`src/design/gdr_pkg.sv`:
```
`default_nettype none
package gdr_pkg;
    localparam int MapBits  = 6;
    localparam int MapSide  = 1 << MapBits;
    localparam int MapDepth = MapSide * MapSide;
    localparam int FracBits = 16;
    localparam int MaxScreen = 1024;
    localparam int DistW = 2 * FracBits + 2;
    localparam logic [DistW-1:0] DistMax = (DistW'(1) << (2 * FracBits + 1)) - DistW'(1);
    // Side distances grow by at most MapSide + 1 deltas before the walk leaves the map.
    localparam int SideW = DistW + MapBits;

    localparam logic [2:0] RegWidth  = 3'd0;
    localparam logic [2:0] RegHeight = 3'd1;
    localparam logic [2:0] RegPosX   = 3'd2;
    localparam logic [2:0] RegPosY   = 3'd3;
    localparam logic [2:0] RegDirX   = 3'd4;
    localparam logic [2:0] RegDirY   = 3'd5;
    localparam logic [2:0] RegPlaneX = 3'd6;
    localparam logic [2:0] RegPlaneY = 3'd7;

    typedef struct packed {
        logic       mode;
        logic [9:0] column;
        logic [5:0] cell_x;
        logic [5:0] cell_y;
        logic       cell_wall;
    } gdr_in_t;

    typedef struct packed {
        logic [9:0] out_column;
        logic [9:0] span_start;
        logic [9:0] span_end;
        logic       side_y;
    } gdr_out_t;

    typedef struct packed {
        logic                  start;
        logic [DistW+FracBits-1:0] num;
        logic [SideW-1:0]      den;
    } gdr_div_req_t;
endpackage
`default_nettype wire

```
`src/design/gdr_div.sv`:
```
`default_nettype none
// Restoring divider, one quotient bit per cycle.
module gdr_div
    import gdr_pkg::*;
(
    input  wire logic             aclk,
    input  wire logic             aresetn,
    input  wire gdr_div_req_t     req,
    output logic                  done,
    output logic [DistW+FracBits-1:0] quot
);
    localparam int NW = DistW + FracBits;
    logic [NW-1:0]     num_reg;
    logic [SideW:0]    rem_reg;
    logic [SideW-1:0]  den_reg;
    logic [5:0]        cnt_reg;
    logic              busy_reg;
    logic [SideW:0]    trial;

    assign trial = {rem_reg[SideW-1:0], num_reg[NW-1]} - {1'b0, den_reg};
    assign quot = num_reg;

    always_ff @(posedge aclk) begin
        if (!aresetn) begin
            busy_reg <= 1'b0;
            done <= 1'b0;
            cnt_reg <= '0;
        end else begin
            done <= 1'b0;
            if (req.start) begin
                busy_reg <= 1'b1;
                num_reg <= req.num;
                den_reg <= req.den;
                rem_reg <= '0;
                cnt_reg <= 6'(NW - 1);
            end else if (busy_reg) begin
                if (!trial[SideW]) begin
                    rem_reg <= trial;
                    num_reg <= {num_reg[NW-2:0], 1'b1};
                end else begin
                    rem_reg <= {rem_reg[SideW-1:0], num_reg[NW-1]};
                    num_reg <= {num_reg[NW-2:0], 1'b0};
                end
                if (cnt_reg == '0) begin
                    busy_reg <= 1'b0;
                    done <= 1'b1;
                end
                cnt_reg <= cnt_reg - 6'd1;
            end
        end
    end
endmodule
`default_nettype wire

```
`config.mk`:
```
export PLATFORM = sky130hd
export DESIGN_NAME = gdr_div
export DESIGN_NICKNAME = d
export VERILOG_FILES = /design/src/design/gdr_pkg.sv /design/src/design/gdr_div.sv
export SDC_FILE = /design/constraint.sdc
export NUM_CORES = 1
export LEC_CHECK = 0
export ABC_AREA = 1
export ABC_CLOCK_PERIOD_IN_PS = 8400
export BUFFER_PORTS_ARGS = -buffer_cell sky130_fd_sc_hd__buf_2
export CAP_MARGIN = 10
export CORE_AREA = 3 3 178 110
export DETAILED_ROUTE_END_ITERATION = 16
export DIE_AREA = 0 0 181 113
export GPL_ROUTABILITY_DRIVEN = 0
export PLACE_DENSITY = 0.79
export SLEW_MARGIN = 20
export SYNTH_ARGS = -nofsm -noshare
export SYNTH_HDL_FRONTEND = slang
export SYNTH_SLANG_ARGS = --single-unit
```
`constraint.sdc`:
```
create_clock -name aclk -period 8.4 [get_ports aclk]
set_input_delay 0.84 -clock aclk [delete_from_list [all_inputs] [get_ports aclk]]
set_output_delay 0.84 -clock aclk [all_outputs]
set_load 0.05 [all_outputs]
```
==> results.md <==
- Status: finished clean
- Largest register FFs: 50
- Leakage Power: 5.53 nW
- Top cells by count, synth: nand2_1, inv_1, edfxtp_1
- Die Span Y: 113 um
- Sequential-to-total area share from yosys stat: 45.1%
- Reg2reg setup slack: 5400 ps
- Post-Synth Simple-Gate Area: 32.4%
- Worst Hold Class: reg -> reg
- Post-CTS Resized: 0
- Routed WL: 23700 um
- Vias per cell: 5.01
- Crit Path Category: in -> reg
- Post-Synth Adder-Cell Area: 5.92%
- Fin. Hold Viols: 0
- Worst reg2reg endpoint: rem_reg[2]
- I/O Buffers: 143
- Fin. max-slew vios: 0
- Post-Synth XOR/XNOR Area: 2.24%
- Layout cell share with drive strength beyond 1: 15.6%
- Largest family of logic cells by synthesized area: simple AND/OR/NAND/NOR gates
- Die width: 181 um
- Final Cell Area: 0.0106 mm2
- Compound-Gate Fraction of Synth Area: 4.24%
- # setup viols final: 0
- Gr ovfl total: 0
- DP Area: 0.00992 mm2
- Yosys top cell by area: edfxtp_1
- GRT Total Usage: 23.2%
- HPWL Detailed: 17900 um
- Critical R2R Launch: quot[49]
- Clock Latency Late Sink: 430 ps
- Peak VDD IR: 0.164 mV
- Root Buffer: clkbuf_16
- DR WL/cell: 14.7 um
- Setup Skew: 11.7 ps
- Fillers: 1630
- Drt drc: 0
- EDFF count, synth: 130
- Total power: 0.00239 W
- # nets final: 1498
- Crit path launch type: input pin
- CP required: 8450 ps
- RSZ-0062 raised after global routing: no
- Netlist cell types: 37
- H-tree level count: 4
- CP startpoint: req[90]
- Mux contribution to synthesized area: 0%
- First-pass GRT wire length: 37700 um
- Slew of the pin with the lowest slew margin: 1000 ps
- Area Overhead vs Synth: 17.6%
- Slew headroom: 33.0%
- Cts bufs inserted: 17
- Top cells by area, synth: edfxtp_1, nand2_1, inv_1, ha_1, nor2_1
- Postcts setup bufs: 0
- Vias after detailed routing: 8099
- Max Cap Violations: 0
- Pwr Density: 226 mW/mm2
- Initial Utilization: 50.0%
- Crit Path Max Fanout: 66
- Max clock buf depth: 2
- Ant. Diodes: 0
- Drt pass-1 iters: 6
- Die area: 0.0205 mm2
- Tmin final: 3450 ps
- Mapped Nets: 1355
- CORE AREA: 0.0180 mm2
- Register bit total from synthesis: 138
- Number of global-route vias before repair: 7431
- Initial antenna violation count: 0
- DR iter-0 viols: 1120
- Synth async-reset ratio: 0%
- # rows: 38
- Syn Std Cell Area: 0.00900 mm2
- Most frequent cell after synthesis: nand2_1
- Syn Area/Cell: 7.38 um2
- Clk pin slew, worst setup/hold paths: 60 ps
- Crit share post-route: 41.0%
- Fin util: 58.7%
- Hold path depth: 2
- Worst hold slack: 476 ps
- Routed Antenna Nets: 0
- Post-synth top flop: edfxtp_1
- Hold Startpoint: cnt_reg[5]
- Mapped Cells: 1220
- CP Data Arrival Time: 3500 ps
- R2r worst-path depth: 17
- Largest net degree at the start of global routing: 68
- Yosys warnings: 0
- CTS tree: yes
- CP endpoint kind: register
- Post-Route Setup TNS: 0 ps
- Peak Freq: 290 MHz
- Post-synth top area share: 43.4%
- # hold bufs at CTS: 0
- Clock tree sinks: 138
- IO Count: 144
- Hold endpoint: cnt_reg[5]
[through the flow]
stage	setup WS [ps]	cells
after floorplan	2040	1220
after global placement	4530	1584
after detailed placement	4500	1584
after CTS	4950	1616
after global routing	4720	1616
final	4950	1616
[where the power goes]
group	switching [W]	leakage, nW	internal (W)
registers	0.0000309	1.31	0.000832
clock network	0.000313	0.318	0.000534
logic	0.000477	3.90	0.000207
[final cells by class]
cell class	instances	area, um2	share of cell area [%]
clock buffers	18	429	4.05
well taps	240	300	2.84
multi-input cells	853	4040	38.2
flip-flops and latches	138	4060	38.4
repair buffers	147	746	7.05
clock inverters	14	230	2.18
inverters	206	773	7.31
[layout by cell type, fill, tap and decap left out, types with 2 or more instances in the layout]
| master | netlist | layout |
|---|---|---|
| buf_2 | 1 | 143 |
| o21a_1 | 2 | 2 |
| o21ai_1 | 2 | 2 |
| nand3_1 | 35 | 35 |
| inv_1 | 204 | 202 |
| nor4_1 | 2 | 2 |
| buf_4 | 2 | 4 |
| o21ai_0 | 12 | 12 |
| nand2_1 | 507 | 507 |
| clkbuf_16 | 0 | 17 |
| nor2_4 | 3 | 3 |
| nor3_1 | 9 | 9 |
| ha_1 | 41 | 41 |
| edfxtp_1 | 130 | 130 |
| xor2_1 | 23 | 23 |
| inv_2 | 2 | 3 |
| o21bai_1 | 5 | 5 |
| nor2_1 | 122 | 122 |
| nor2_2 | 13 | 13 |
| a31oi_1 | 3 | 3 |
| a21oi_2 | 2 | 2 |
| inv_6 | 0 | 5 |
| nand2_4 | 2 | 2 |
| nand3b_1 | 9 | 9 |
| clkinv_4 | 0 | 2 |
| dfxtp_1 | 8 | 8 |
| nand3_2 | 2 | 2 |
| a21oi_1 | 40 | 39 |
| bufinv_16 | 0 | 5 |
| nand2_2 | 11 | 11 |
[layer usage]
layer | track usage (%) | up-vias | part of all wire (%)
met2 | 32.6 | 355 | 40
met4 | 4.77 | 0 | 1.2
met5 | 0 | - | 0
met1 | 35.6 | 3655 | 48
li1 | - | 4059 | -
met3 | 6.52 | 30 | 11
[kinds of logic after synthesis]
family          count (synthesis)
compound gates                 69
xor+xnor                       23
fa+ha+maj                      42
buf+inv                       229
flops                         138
simple gates                  719
[worst max-delay path by stage]
stage | end | slack, ps | cells past startpoint
floorplan | quot[0] | 2040 | 4
global placement | rem_reg[18] | 4530 | 5
detailed placement | rem_reg[18] | 4500 | 5
CTS | rem_reg[20] | 4950 | 5
global route | rem_reg[35] | 4720 | 5
finish | rem_reg[21] | 4950 | 5
[critical path, cell delays in order]
cell	delay [ps]
buf_2	70
buf_4	460
inv_2	360
a21oi_4	880
buf_4	790
No activity file was read; power rests on OpenSTA's default activity.
